### src/rtl/isots_pkg.sv
// Package for the ISO-8601 timestamp parser: record types, character and
// error codes, and the day-of-year table. No dependencies.
`timescale 1ns / 1ps
`default_nettype none

package isots_pkg;

    localparam int ISOTS_QUEUE_DEPTH = 2;
    localparam int LOCAL_OFFSET_W    = 12;
    localparam int TDATA_IN_W        = 8;
    localparam int TDATA_OUT_W       = 112;

    localparam logic [2:0] ERR_NONE   = 3'd0;
    localparam logic [2:0] ERR_DATE   = 3'd1;
    localparam logic [2:0] ERR_SEP    = 3'd2;
    localparam logic [2:0] ERR_TIME   = 3'd3;
    localparam logic [2:0] ERR_SUFFIX = 3'd4;

    localparam logic [1:0] SUF_NONE  = 2'd0;
    localparam logic [1:0] SUF_Z     = 2'd1;
    localparam logic [1:0] SUF_PLUS  = 2'd2;
    localparam logic [1:0] SUF_MINUS = 2'd3;

    localparam logic [7:0] CH_T     = 8'h54;
    localparam logic [7:0] CH_Z     = 8'h5A;
    localparam logic [7:0] CH_COLON = 8'h3A;
    localparam logic [7:0] CH_DASH  = 8'h2D;
    localparam logic [7:0] CH_PLUS  = 8'h2B;
    localparam logic [7:0] CH_SPACE = 8'h20;
    localparam logic [7:0] CH_0     = 8'h30;
    localparam logic [7:0] CH_9     = 8'h39;

    // one parsed string, handed from the front end to the back end
    typedef struct packed {
        logic [2:0]  error;
        logic [13:0] year;
        logic [6:0]  month;
        logic [6:0]  day;
        logic [6:0]  hour;
        logic [6:0]  minute;
        logic [6:0]  second;
        logic [1:0]  suffix;
        logic [6:0]  zone_hour;
        logic [6:0]  zone_minute;
    } isots_rec_t;

    // result transaction, lowest field last so it maps onto m_tdata
    typedef struct packed {
        logic [4:0]         pad;
        logic signed [38:0] unix_seconds;
        logic signed [13:0] zone_minutes;
        logic               is_utc;
        logic               offset_present;
        logic [6:0]         second_value;
        logic [6:0]         minute_value;
        logic [6:0]         hour_value;
        logic [6:0]         day_value;
        logic [6:0]         month_value;
        logic [13:0]        year_value;
        logic [2:0]         error_code;
    } isots_res_t;

    // days from March 1 to the first of the month, month index 0 = March
    function automatic logic [8:0] month_start_doy(input logic [3:0] mm);
        logic [8:0] r;
        case (mm)
            4'd0:    r = 9'd0;
            4'd1:    r = 9'd31;
            4'd2:    r = 9'd61;
            4'd3:    r = 9'd92;
            4'd4:    r = 9'd122;
            4'd5:    r = 9'd153;
            4'd6:    r = 9'd184;
            4'd7:    r = 9'd214;
            4'd8:    r = 9'd245;
            4'd9:    r = 9'd275;
            4'd10:   r = 9'd306;
            4'd11:   r = 9'd337;
            default: r = 9'd0;
        endcase
        return r;
    endfunction

endpackage

`default_nettype wire

### src/rtl/isots_front.sv
// Character front end: checks the grammar one character per cycle while the queue has
// room, and accumulates the fields. Depends on isots_pkg.
`timescale 1ns / 1ps
`default_nettype none

module isots_front import isots_pkg::*; (
    input  wire logic             aclk,
    input  wire logic             aresetn,
    input  wire logic             s_tvalid,
    output logic                  s_tready,
    input  wire logic [7:0]       s_tdata,   // [7:0] text_byte
    input  wire logic             s_tlast,   // last_byte
    output logic                  push_valid,
    input  wire logic             push_ready,
    output isots_rec_t            push_data
);

    logic [4:0] pos_reg;
    logic [2:0] err_reg, err_next;
    logic [1:0] suffix_reg, suffix_next;
    logic [13:0] year_reg, year_next;
    logic [6:0] month_reg, month_next, day_reg, day_next;
    logic [6:0] hour_reg, hour_next, minute_reg, minute_next, second_reg, second_next;
    logic [6:0] zh_reg, zh_next, zm_reg, zm_next;
    logic       is_dig;
    logic [3:0] dval;
    logic [5:0] len;
    logic [2:0] fin_err;
    logic       accept;

    assign s_tready   = push_ready;
    assign push_valid = s_tvalid && s_tlast;
    assign accept     = s_tvalid && push_ready;
    assign is_dig     = (s_tdata >= CH_0) && (s_tdata <= CH_9);
    assign dval       = 4'(s_tdata - CH_0);
    assign len        = 6'(pos_reg) + 6'd1;

    always_comb begin
        err_next    = err_reg;
        suffix_next = suffix_reg;
        year_next   = year_reg;
        month_next  = month_reg;
        day_next    = day_reg;
        hour_next   = hour_reg;
        minute_next = minute_reg;
        second_next = second_reg;
        zh_next     = zh_reg;
        zm_next     = zm_reg;
        if (err_reg == ERR_NONE) begin
            case (pos_reg)
                5'd0, 5'd1, 5'd2, 5'd3: begin
                    if (is_dig) year_next = 14'(year_reg * 14'd10 + 14'(dval));
                    else err_next = ERR_DATE;
                end
                5'd4, 5'd7: begin
                    if (s_tdata != CH_DASH) err_next = ERR_DATE;
                end
                5'd5, 5'd6: begin
                    if (is_dig) month_next = 7'(month_reg * 7'd10 + 7'(dval));
                    else err_next = ERR_DATE;
                end
                5'd8, 5'd9: begin
                    if (is_dig) day_next = 7'(day_reg * 7'd10 + 7'(dval));
                    else err_next = ERR_DATE;
                end
                5'd10: begin
                    if (s_tdata != CH_T && s_tdata != CH_SPACE) err_next = ERR_SEP;
                end
                5'd11, 5'd12: begin
                    if (is_dig) hour_next = 7'(hour_reg * 7'd10 + 7'(dval));
                    else err_next = ERR_TIME;
                end
                5'd13, 5'd16: begin
                    if (s_tdata != CH_COLON) err_next = ERR_TIME;
                end
                5'd14, 5'd15: begin
                    if (is_dig) minute_next = 7'(minute_reg * 7'd10 + 7'(dval));
                    else err_next = ERR_TIME;
                end
                5'd17, 5'd18: begin
                    if (is_dig) second_next = 7'(second_reg * 7'd10 + 7'(dval));
                    else err_next = ERR_TIME;
                end
                5'd19: begin
                    if (s_tdata == CH_Z) suffix_next = SUF_Z;
                    else if (s_tdata == CH_PLUS) suffix_next = SUF_PLUS;
                    else if (s_tdata == CH_DASH) suffix_next = SUF_MINUS;
                    else err_next = ERR_SUFFIX;
                end
                5'd20, 5'd21: begin
                    if (suffix_reg < SUF_PLUS) err_next = ERR_SUFFIX;
                    else if (is_dig) zh_next = 7'(zh_reg * 7'd10 + 7'(dval));
                    else err_next = ERR_SUFFIX;
                end
                5'd22: begin
                    if (suffix_reg < SUF_PLUS || s_tdata != CH_COLON) err_next = ERR_SUFFIX;
                end
                5'd23, 5'd24: begin
                    if (suffix_reg < SUF_PLUS) err_next = ERR_SUFFIX;
                    else if (is_dig) zm_next = 7'(zm_reg * 7'd10 + 7'(dval));
                    else err_next = ERR_SUFFIX;
                end
                default: err_next = ERR_SUFFIX;
            endcase
        end
    end

    // length checks at the end of the string
    always_comb begin
        fin_err = err_next;
        if (err_next == ERR_NONE) begin
            if (len < 6'd10) fin_err = ERR_DATE;
            else if (len >= 6'd11 && len <= 6'd18) fin_err = ERR_TIME;
            else if (len >= 6'd20 && len <= 6'd24 && suffix_next >= SUF_PLUS)
                fin_err = ERR_SUFFIX;
        end
    end

    always_comb begin
        push_data.error       = fin_err;
        push_data.year        = year_next;
        push_data.month       = month_next;
        push_data.day         = day_next;
        push_data.hour        = hour_next;
        push_data.minute      = minute_next;
        push_data.second      = second_next;
        push_data.suffix      = suffix_next;
        push_data.zone_hour   = zh_next;
        push_data.zone_minute = zm_next;
    end

    always_ff @(posedge aclk) begin
        if (!aresetn || (accept && s_tlast)) begin
            pos_reg    <= '0;
            err_reg    <= ERR_NONE;
            suffix_reg <= SUF_NONE;
            year_reg   <= '0;
            month_reg  <= '0;
            day_reg    <= '0;
            hour_reg   <= '0;
            minute_reg <= '0;
            second_reg <= '0;
            zh_reg     <= '0;
            zm_reg     <= '0;
        end else if (accept) begin
            if (pos_reg < 5'd26) pos_reg <= pos_reg + 5'd1;
            err_reg    <= err_next;
            suffix_reg <= suffix_next;
            year_reg   <= year_next;
            month_reg  <= month_next;
            day_reg    <= day_next;
            hour_reg   <= hour_next;
            minute_reg <= minute_next;
            second_reg <= second_next;
            zh_reg     <= zh_next;
            zm_reg     <= zm_next;
        end
    end

endmodule

`default_nettype wire

### src/rtl/isots_queue.sv
// Small register queue of parsed strings between front and back end.
// Depends on isots_pkg.
`timescale 1ns / 1ps
`default_nettype none

module isots_queue import isots_pkg::*; #(
    parameter int DEPTH = ISOTS_QUEUE_DEPTH
) (
    input  wire logic       aclk,
    input  wire logic       aresetn,
    input  wire logic       push_valid,
    output logic            push_ready,
    input  wire isots_rec_t push_data,
    output logic            pop_valid,
    input  wire logic       pop_ready,
    output isots_rec_t      pop_data
);

    localparam int PTR_W = (DEPTH > 1) ? $clog2(DEPTH) : 1;
    localparam int CNT_W = $clog2(DEPTH + 1);

    isots_rec_t       mem_reg [DEPTH];
    logic [PTR_W-1:0] wr_ptr_reg, rd_ptr_reg;
    logic [CNT_W-1:0] count_reg;
    logic             do_push, do_pop;

    assign push_ready = count_reg != CNT_W'(DEPTH);
    assign pop_valid  = count_reg != '0;
    assign pop_data   = mem_reg[rd_ptr_reg];
    assign do_push    = push_valid && push_ready;
    assign do_pop     = pop_valid && pop_ready;

    function automatic logic [PTR_W-1:0] ptr_inc(input logic [PTR_W-1:0] p);
        return (p == PTR_W'(DEPTH - 1)) ? '0 : p + PTR_W'(1);
    endfunction

    always_ff @(posedge aclk) begin
        if (do_push) mem_reg[wr_ptr_reg] <= push_data;
    end

    always_ff @(posedge aclk) begin
        if (!aresetn) begin
            wr_ptr_reg <= '0;
            rd_ptr_reg <= '0;
            count_reg  <= '0;
        end else begin
            if (do_push) wr_ptr_reg <= ptr_inc(wr_ptr_reg);
            if (do_pop) rd_ptr_reg <= ptr_inc(rd_ptr_reg);
            if (do_push && !do_pop) count_reg <= count_reg + CNT_W'(1);
            else if (do_pop && !do_push) count_reg <= count_reg - CNT_W'(1);
        end
    end

endmodule

`default_nettype wire

### src/rtl/isots_back.sv
// Back end: converts one parsed string to Unix time in a short sequence
// of steps and holds the result transaction. Depends on isots_pkg.
`timescale 1ns / 1ps
`default_nettype none

module isots_back import isots_pkg::*; (
    input  wire logic                      aclk,
    input  wire logic                      aresetn,
    input  wire logic                      cfg_wr_en,
    input  wire logic [LOCAL_OFFSET_W-1:0] cfg_wr_data,
    input  wire logic                      pop_valid,
    output logic                           pop_ready,
    input  wire isots_rec_t                pop_data,
    output logic                           m_tvalid,
    input  wire logic                      m_tready,
    output logic [TDATA_OUT_W-1:0]         m_tdata
);

    localparam logic [3:0] ST_IDLE  = 4'd0;
    localparam logic [3:0] ST_MONTH = 4'd1;
    localparam logic [3:0] ST_ERA   = 4'd2;
    localparam logic [3:0] ST_YOE   = 4'd3;
    localparam logic [3:0] ST_DOE   = 4'd4;
    localparam logic [3:0] ST_DAYS  = 4'd5;
    localparam logic [3:0] ST_MUL   = 4'd6;
    localparam logic [3:0] ST_SUM   = 4'd7;
    localparam logic [3:0] ST_OUT   = 4'd8;

    logic [3:0] state_reg;
    logic signed [LOCAL_OFFSET_W-1:0] local_off_reg;
    isots_rec_t rec_reg;

    logic signed [14:0] y_reg;
    logic [3:0]         mm_reg;
    logic signed [13:0] zone_reg, off_reg;
    logic signed [5:0]  era_reg;
    logic [8:0]         yoe_reg;
    logic signed [23:0] era_days_reg;
    logic [17:0]        doe_reg;
    logic signed [23:0] days_reg;
    logic signed [21:0] tod_reg;
    logic signed [40:0] prod_reg;
    logic signed [38:0] secs_reg;
    logic               m_tvalid_reg;
    isots_res_t         res_reg;

    // month normalization, zone, era, century and time-of-day terms
    logic [6:0]         mi_u;
    logic [14:0]        q_prod;
    logic [3:0]         q;
    logic [6:0]         rem;
    logic [3:0]         mnorm;
    logic signed [4:0]  yadj;
    logic signed [14:0] y_next;
    logic [3:0]         mm_next;
    logic [13:0]        zmag;
    logic signed [13:0] zone_next;
    logic [26:0]        era_prod;
    logic [1:0]         cent;
    logic [21:0]        tod_pos;
    logic               out_free;
    isots_res_t         res_next;

    assign pop_ready = state_reg == ST_IDLE;
    assign out_free  = !m_tvalid_reg || m_tready;
    assign m_tvalid  = m_tvalid_reg;
    assign m_tdata   = res_reg;

    always_comb begin
        mi_u   = rec_reg.month - 7'd1;
        q_prod = 15'(mi_u) * 15'd171;
        q      = q_prod[14:11];
        rem    = 7'(mi_u - 7'(q) * 7'd12);
        if (rec_reg.month == 7'd0) begin
            yadj  = -5'sd1;
            mnorm = 4'd12;
        end else begin
            yadj  = $signed({1'b0, q});
            mnorm = 4'(rem) + 4'd1;
        end
        y_next  = $signed({1'b0, rec_reg.year}) + 15'(yadj)
                - ((mnorm <= 4'd2) ? 15'sd1 : 15'sd0);
        mm_next = (mnorm > 4'd2) ? mnorm - 4'd3 : mnorm + 4'd9;
        zmag    = 14'(rec_reg.zone_hour) * 14'd60 + 14'(rec_reg.zone_minute);
        if (rec_reg.suffix == SUF_MINUS) zone_next = -$signed(zmag);
        else if (rec_reg.suffix == SUF_PLUS) zone_next = $signed(zmag);
        else zone_next = '0;
        era_prod = 27'(y_reg[13:0]) * 27'd5243;
        if (yoe_reg >= 9'd300) cent = 2'd3;
        else if (yoe_reg >= 9'd200) cent = 2'd2;
        else if (yoe_reg >= 9'd100) cent = 2'd1;
        else cent = 2'd0;
        tod_pos = 22'(rec_reg.hour) * 22'd3600 + 22'(rec_reg.minute) * 22'd60
                + 22'(rec_reg.second);
    end

    always_comb begin
        res_next     = '0;
        res_next.error_code = rec_reg.error;
        if (rec_reg.error == ERR_NONE) begin
            res_next.year_value     = rec_reg.year;
            res_next.month_value    = rec_reg.month;
            res_next.day_value      = rec_reg.day;
            res_next.hour_value     = rec_reg.hour;
            res_next.minute_value   = rec_reg.minute;
            res_next.second_value   = rec_reg.second;
            res_next.offset_present = rec_reg.suffix != SUF_NONE;
            res_next.is_utc         = rec_reg.suffix == SUF_Z;
            res_next.zone_minutes   = zone_reg;
            res_next.unix_seconds   = secs_reg;
        end
    end

    always_ff @(posedge aclk) begin
        if (!aresetn) local_off_reg <= '0;
        else if (cfg_wr_en) local_off_reg <= $signed(cfg_wr_data);
    end

    always_ff @(posedge aclk) begin
        case (state_reg)
            ST_IDLE: begin
                if (pop_valid) rec_reg <= pop_data;
            end
            ST_MONTH: begin
                y_reg    <= y_next;
                mm_reg   <= mm_next;
                zone_reg <= zone_next;
                off_reg  <= (rec_reg.suffix != SUF_NONE) ? zone_next : 14'(local_off_reg);
            end
            ST_ERA: begin
                era_reg <= (y_reg < 0) ? -6'sd1 : $signed({1'b0, era_prod[25:21]});
            end
            ST_YOE: begin
                yoe_reg      <= 9'(y_reg - 15'(era_reg) * 15'sd400);
                era_days_reg <= 24'(era_reg) * 24'sd146097;
            end
            ST_DOE: begin
                doe_reg <= 18'(yoe_reg) * 18'd365 + 18'(yoe_reg[8:2]) - 18'(cent)
                         + 18'(month_start_doy(mm_reg));
            end
            ST_DAYS: begin
                days_reg <= era_days_reg + $signed({6'b0, doe_reg}) - 24'sd719468
                          + $signed({17'b0, rec_reg.day}) - 24'sd1;
                tod_reg  <= $signed(tod_pos) - 22'(off_reg) * 22'sd60;
            end
            ST_MUL: begin
                prod_reg <= 41'(days_reg) * 41'sd86400;
            end
            ST_SUM: begin
                secs_reg <= 39'(prod_reg + 41'(tod_reg));
            end
            ST_OUT: begin
                if (out_free) res_reg <= res_next;
            end
            default: begin
            end
        endcase
    end

    always_ff @(posedge aclk) begin
        if (!aresetn) begin
            state_reg    <= ST_IDLE;
            m_tvalid_reg <= 1'b0;
        end else begin
            if (state_reg == ST_OUT && out_free) m_tvalid_reg <= 1'b1;
            else if (m_tready) m_tvalid_reg <= 1'b0;
            case (state_reg)
                ST_IDLE: begin
                    if (pop_valid)
                        state_reg <= (pop_data.error != ERR_NONE) ? ST_OUT : ST_MONTH;
                end
                ST_MONTH: state_reg <= ST_ERA;
                ST_ERA:   state_reg <= ST_YOE;
                ST_YOE:   state_reg <= ST_DOE;
                ST_DOE:   state_reg <= ST_DAYS;
                ST_DAYS:  state_reg <= ST_MUL;
                ST_MUL:   state_reg <= ST_SUM;
                ST_SUM:   state_reg <= ST_OUT;
                ST_OUT: begin
                    if (out_free) state_reg <= ST_IDLE;
                end
                default: state_reg <= ST_IDLE;
            endcase
        end
    end

endmodule

`default_nettype wire

### src/rtl/iso8601_timestamp_parser_core.sv
// Top level of the ISO-8601 timestamp parser: front end, queue, back end.
// Depends on isots_pkg, isots_front, isots_queue, isots_back.
//
// channel   dir  handshake          payload
// s_*       in   s_tvalid/s_tready  s_tdata = text_byte, s_tlast = last_byte
// m_*       out  m_tvalid/m_tready  m_tdata = one result per string
// cfg_*     in   cfg_wr_en          cfg_wr_data = local_offset_minutes
//
// Characters are taken one per cycle while the queue has a free slot
// (QUEUE_DEPTH strings); a full queue holds s_tready low.
// Conversion steps the back end through IDLE, MONTH, ERA, YOE, DOE, DAYS, MUL, SUM, OUT,
// then the output handoff; an errored string skips to OUT. The back end sets the string rate.
// Reset (synchronous, aresetn low) clears parser state, queue and output.
`timescale 1ns / 1ps
`default_nettype none

module iso8601_timestamp_parser_core import isots_pkg::*; #(
    parameter int QUEUE_DEPTH = ISOTS_QUEUE_DEPTH
) (
    input  wire logic                      aclk,
    input  wire logic                      aresetn,
    input  wire logic                      cfg_wr_en,
    input  wire logic [LOCAL_OFFSET_W-1:0] cfg_wr_data,
    input  wire logic                      s_tvalid,
    output logic                           s_tready,
    input  wire logic [TDATA_IN_W-1:0]     s_tdata,   // [7:0] text_byte
    input  wire logic                      s_tlast,   // last_byte
    output logic                           m_tvalid,
    input  wire logic                      m_tready,
    // [2:0] error_code, [16:3] year_value, [23:17] month_value,
    // [30:24] day_value, [37:31] hour_value, [44:38] minute_value,
    // [51:45] second_value, [52] offset_present, [53] is_utc,
    // [67:54] zone_minutes, [106:68] unix_seconds, [111:107] zero
    output logic [TDATA_OUT_W-1:0]         m_tdata
);

    logic       push_valid, push_ready, pop_valid, pop_ready;
    isots_rec_t push_data, pop_data;

    isots_front u_front (
        .aclk       (aclk),
        .aresetn    (aresetn),
        .s_tvalid   (s_tvalid),
        .s_tready   (s_tready),
        .s_tdata    (s_tdata),
        .s_tlast    (s_tlast),
        .push_valid (push_valid),
        .push_ready (push_ready),
        .push_data  (push_data)
    );

    isots_queue #(
        .DEPTH (QUEUE_DEPTH)
    ) u_queue (
        .aclk       (aclk),
        .aresetn    (aresetn),
        .push_valid (push_valid),
        .push_ready (push_ready),
        .push_data  (push_data),
        .pop_valid  (pop_valid),
        .pop_ready  (pop_ready),
        .pop_data   (pop_data)
    );

    isots_back u_back (
        .aclk        (aclk),
        .aresetn     (aresetn),
        .cfg_wr_en   (cfg_wr_en),
        .cfg_wr_data (cfg_wr_data),
        .pop_valid   (pop_valid),
        .pop_ready   (pop_ready),
        .pop_data    (pop_data),
        .m_tvalid    (m_tvalid),
        .m_tready    (m_tready),
        .m_tdata     (m_tdata)
    );

endmodule

`default_nettype wire
### config.mk
export PLATFORM = sky130hd
export DESIGN_NAME = iso8601_timestamp_parser_core
export DESIGN_NICKNAME = d
export VERILOG_FILES = /design/src/rtl/isots_pkg.sv /design/src/rtl/isots_front.sv /design/src/rtl/isots_queue.sv /design/src/rtl/isots_back.sv /design/src/rtl/iso8601_timestamp_parser_core.sv
export SDC_FILE = /design/constraint.sdc
export NUM_CORES = 2
export LEC_CHECK = 0
export ABC_AREA = 1
export BUFFER_PORTS_ARGS = -buffer_cell sky130_fd_sc_hd__buf_2
export CAP_MARGIN = 0
export CELL_PAD_IN_SITES_DETAIL_PLACEMENT = 1
export CELL_PAD_IN_SITES_GLOBAL_PLACEMENT = 2
export CORE_UTILIZATION = 42
export DETAILED_ROUTE_END_ITERATION = 8
export MAX_ROUTING_LAYER = met4
export PLACE_DENSITY = 0.84
export SETUP_SLACK_MARGIN = 0.1
export SYNTH_ARGS = -nofsm -noshare
export SYNTH_HDL_FRONTEND = slang
export SYNTH_SLANG_ARGS = --single-unit
### constraint.sdc
create_clock -name aclk -period 16.21 [get_ports aclk]
set_clock_uncertainty 0.15 [all_clocks]
set_input_delay 3.242 -clock aclk [delete_from_list [all_inputs] [get_ports aclk]]
set_output_delay 3.242 -clock aclk [all_outputs]
set_load 0.01 [all_outputs]
==> reports/summary.txt <==
=================================================================================================================
Outcome                                                                                              finished, final reports clean
Synth-to-Final Area Change                                                                                  10.5%
Worst Setup Path Type                                                                                flop to flop
CTS Buf Count                                                                                                  78
Initial core utilization                                                                                    42.5%
Synth Register Bits                                                                                           636
Count of clock tree sinks                                                                                     636
Post-layout min period                                                                                    8.45 ns
Floorplan die area                                                                                     119000 µm²
Number of library cell types mapped by synthesis                                                               66
Arrival time worst endpoint                                                                               8.68 ns
Async SR Flop Fraction                                                                                         0%
Count of final setup violators                                                                                  0
Crit path largest cell delay                                                                              0.57 ns
Overall global routing resource usage                                                                       20.9%
RSZ-0062 raised after global routing                                                                           no
# DRC                                                                                                           0
Clock tree from TritonCTS                                                                                     yes
Xor-xnor portion of the synthesized cell area                                                               4.82%
Number of routed nets with antenna violations                                                                   0
Count of non-filler cells in the finished layout                                                             6841
Most area-hungry cell type in the Yosys netlist                                                          edfxtp_1
Transition time at the pin with the least slew margin                                                     1.10 ns
Synthesized-area fraction occupied by ao, oa, aoi and oai cells                                             8.25%
Period Utilization, post-route                                                                              52.1%
Number of global-route vias before repair                                                                   37000
Portion of synthesized cell area occupied by the leading cell type                                          32.3%
Dominant combinational cell family by area after synthesis                                            adder cells
Max-slew headroom at the worst pin                                                                          26.3%
Cell with the most instances after synthesis                                                                inv_1
Setup TNS                                                                                                    0 ns
Buffers on Ports                                                                                              134
Final nets                                                                                                   6276
Met3 track demand over resource in global routing                                                           2.24%
Quantity of gates resized following cts                                                                         0
Hold Path Class                                                                                      flop to flop
Most crowded layer after global routing                                                                      met2
Total congestion overflow after global routing                                                                  0
Cell repeated most along the worst path                                                                     inv_1
DRC marker count from the first detailed-route iteration                                                     1342
Ratio of routed vias to standard cells                                                                       5.02
Flip-flop count of the largest register, all copies and words added                                           136
Fraction of met2 tracks used by global routing                                                              35.8%
EDFF count, synth                                                                                             532
Flop2flop setup slack                                                                                     7.76 ns
Post-synthesis sequential area ratio                                                                        36.5%
Instance area at placement                                                                              51900 µm²
Hold-fix buffer count after cts                                                                                 0
Count of antenna diodes in the layout                                                                           0
Post-synthesis share of cell area spent on and, or, nand and nor gates                                      10.1%
Post-synthesis cell area                                                                                49500 µm²
Post-CTS setup buffers                                                                                          0
CP max FO                                                                                                      19
Proportion of synthesized area in mux cells                                                                 1.63%
Placer's final routability congestion estimate                                                              0.840
Synth Instances                                                                                              5080
Clock transition at the register clock pins on the worst setup and hold paths after CTS                   0.06 ns
Die span in x                                                                                              345 µm
Final-report hold violation count                                                                               0
Arithmetic-cell share of the synthesized area counting full adders, half adders and majority gates          29.5%
Kind of start point of the critical path                                                                     flop
Antenna violations before repair                                                                                3
Maximum buffer depth of the clock tree                                                                          3
DIE HEIGHT                                                                                                 345 µm
Type of destination of the critical path                                                                     flop
Per-cell routed wire length                                                                               17.6 µm
Total half-perimeter wirelength after legalization and detailed placement                                95700 µm
Wire length of the first global-routing pass                                                            194000 µm
Placeable core region                                                                                  117000 µm²
Row Count                                                                                                     125
Fmax achieved                                                                                             118 MHz
Layout cells sized above 1                                                                                  7.90%
Number of slew-limit violations in the final report                                                             0
Required time of the worst setup path                                                                    16.44 ns
Critical Path Slowest Stage Cell                                                                             fa_1
Total non-filler cell area in the finished layout                                                       54600 µm²
Number of optimization iterations in the first detailed-route pass                                              5
Cell at the root of the clock tree                                                                      clkbuf_16
Synthesized area per cell                                                                                9.74 µm²
Number of warnings issued by yosys                                                                              0
Number of top-level pins                                                                                      140
Cell types occupying the most area after synthesis                                                   edfxtp_1, ha_1, fa_1
Maximum number of pins on one net before global-route repair                                                   70
Max-capacitance violation count                                                                                 0
Clock latency on the worst-skew pair                                                                      0.66 ns
Sum of routed wire length over all layers                                                               121000 µm
Primary FF master, synth                                                                                 edfxtp_1
Met1 GRT Util                                                                                               25.8%
Number of H-tree levels                                                                                         3
Count of vias placed by the detailed router                                                                 34400
Commonest cells post-synth                                                                           inv_1, ha_1, edfxtp_1
Number of placed instances, taps included                                                                    6697
=================================================================================================================
## layout by cell type, fill, tap and decap left out, types with 15 or more instances in the layout
cell	count
a21o_1	24
a21oi_1	320
a31oi_1	20
buf_2	134
buf_4	16
clkbuf_16	78
dfxtp_1	103
edfxtp_1	532
fa_1	280
ha_1	717
inv_1	1123
mux2_2	68
nand2_1	521
nand3_1	140
nand3b_1	15
nand4_1	37
nor2_1	354
nor3_1	42
o21ai_0	219
o21ai_1	48
o21bai_1	15
or2_2	22
xnor2_1	108
xor2_1	164
## worst paths after layout
kind | cells after the start | start | end
max | 38 | u_back.rec_reg[44]$_DFFE_PP_ | u_back.y_reg[12]$_DFFE_PP_
min | 0 | u_back.tod_reg[5]$_DFFE_PP_ | u_back.secs_reg[5]$_DFFE_PN_
max reg2reg | 38 | u_back.rec_reg[44]$_DFFE_PP_ | u_back.y_reg[12]$_DFFE_PP_
min reg2reg | 0 | u_back.tod_reg[5]$_DFFE_PP_ | u_back.secs_reg[5]$_DFFE_PN_
## layout make-up
class                      count  area, µm²
clock buffer                  95       2070
clock inverter                49        631
fill                       13200      61900
inverter                    1129       4240
multi-input combinational   3258      26900
sequential                   636      18100
tap                         1524       1910
timing repair buffer         150        791
## kinds of logic after synthesis
family	after synthesis
adders and majority gates	997
muxes	72
DFF	636
xor gates and xnor gates	272
AOI/OAI and AO/OA	734
buffers and inverters	1190
other	1
and+or+nand+nor	1178
## worst max-delay path: cells and delay by family, from the launching register on
kind	cells	cell delay (ns)
AOI/OAI and AO/OA	6	1.35
xor gates and xnor gates	1	0.09
and+or+nand+nor	13	1.64
DFF	1	0.54
buffers and inverters	8	0.86
adders and majority gates	10	3.55
## stage by stage
stage	hold slack, ns	setup slack (ns)	util (%)
after floorplan	0.250	1.90	-
final	0.269	7.76	46.9
after CTS	0.271	7.72	46.9
after global routing	0.274	7.11	46.9
after detailed placement	0.256	7.84	44.6
after global placement	0.257	7.99	44.6
## routing by layer
layer	vias up	share of wire, %
li1	17000	-
met1	16900	45
met2	374	49
met3	152	2.7
met4	0	3.0
met5	-	0
Power is left out: the tool's default activity adds up to more than one toggle a clock period on the data nets, which glitch-free logic cannot reach.
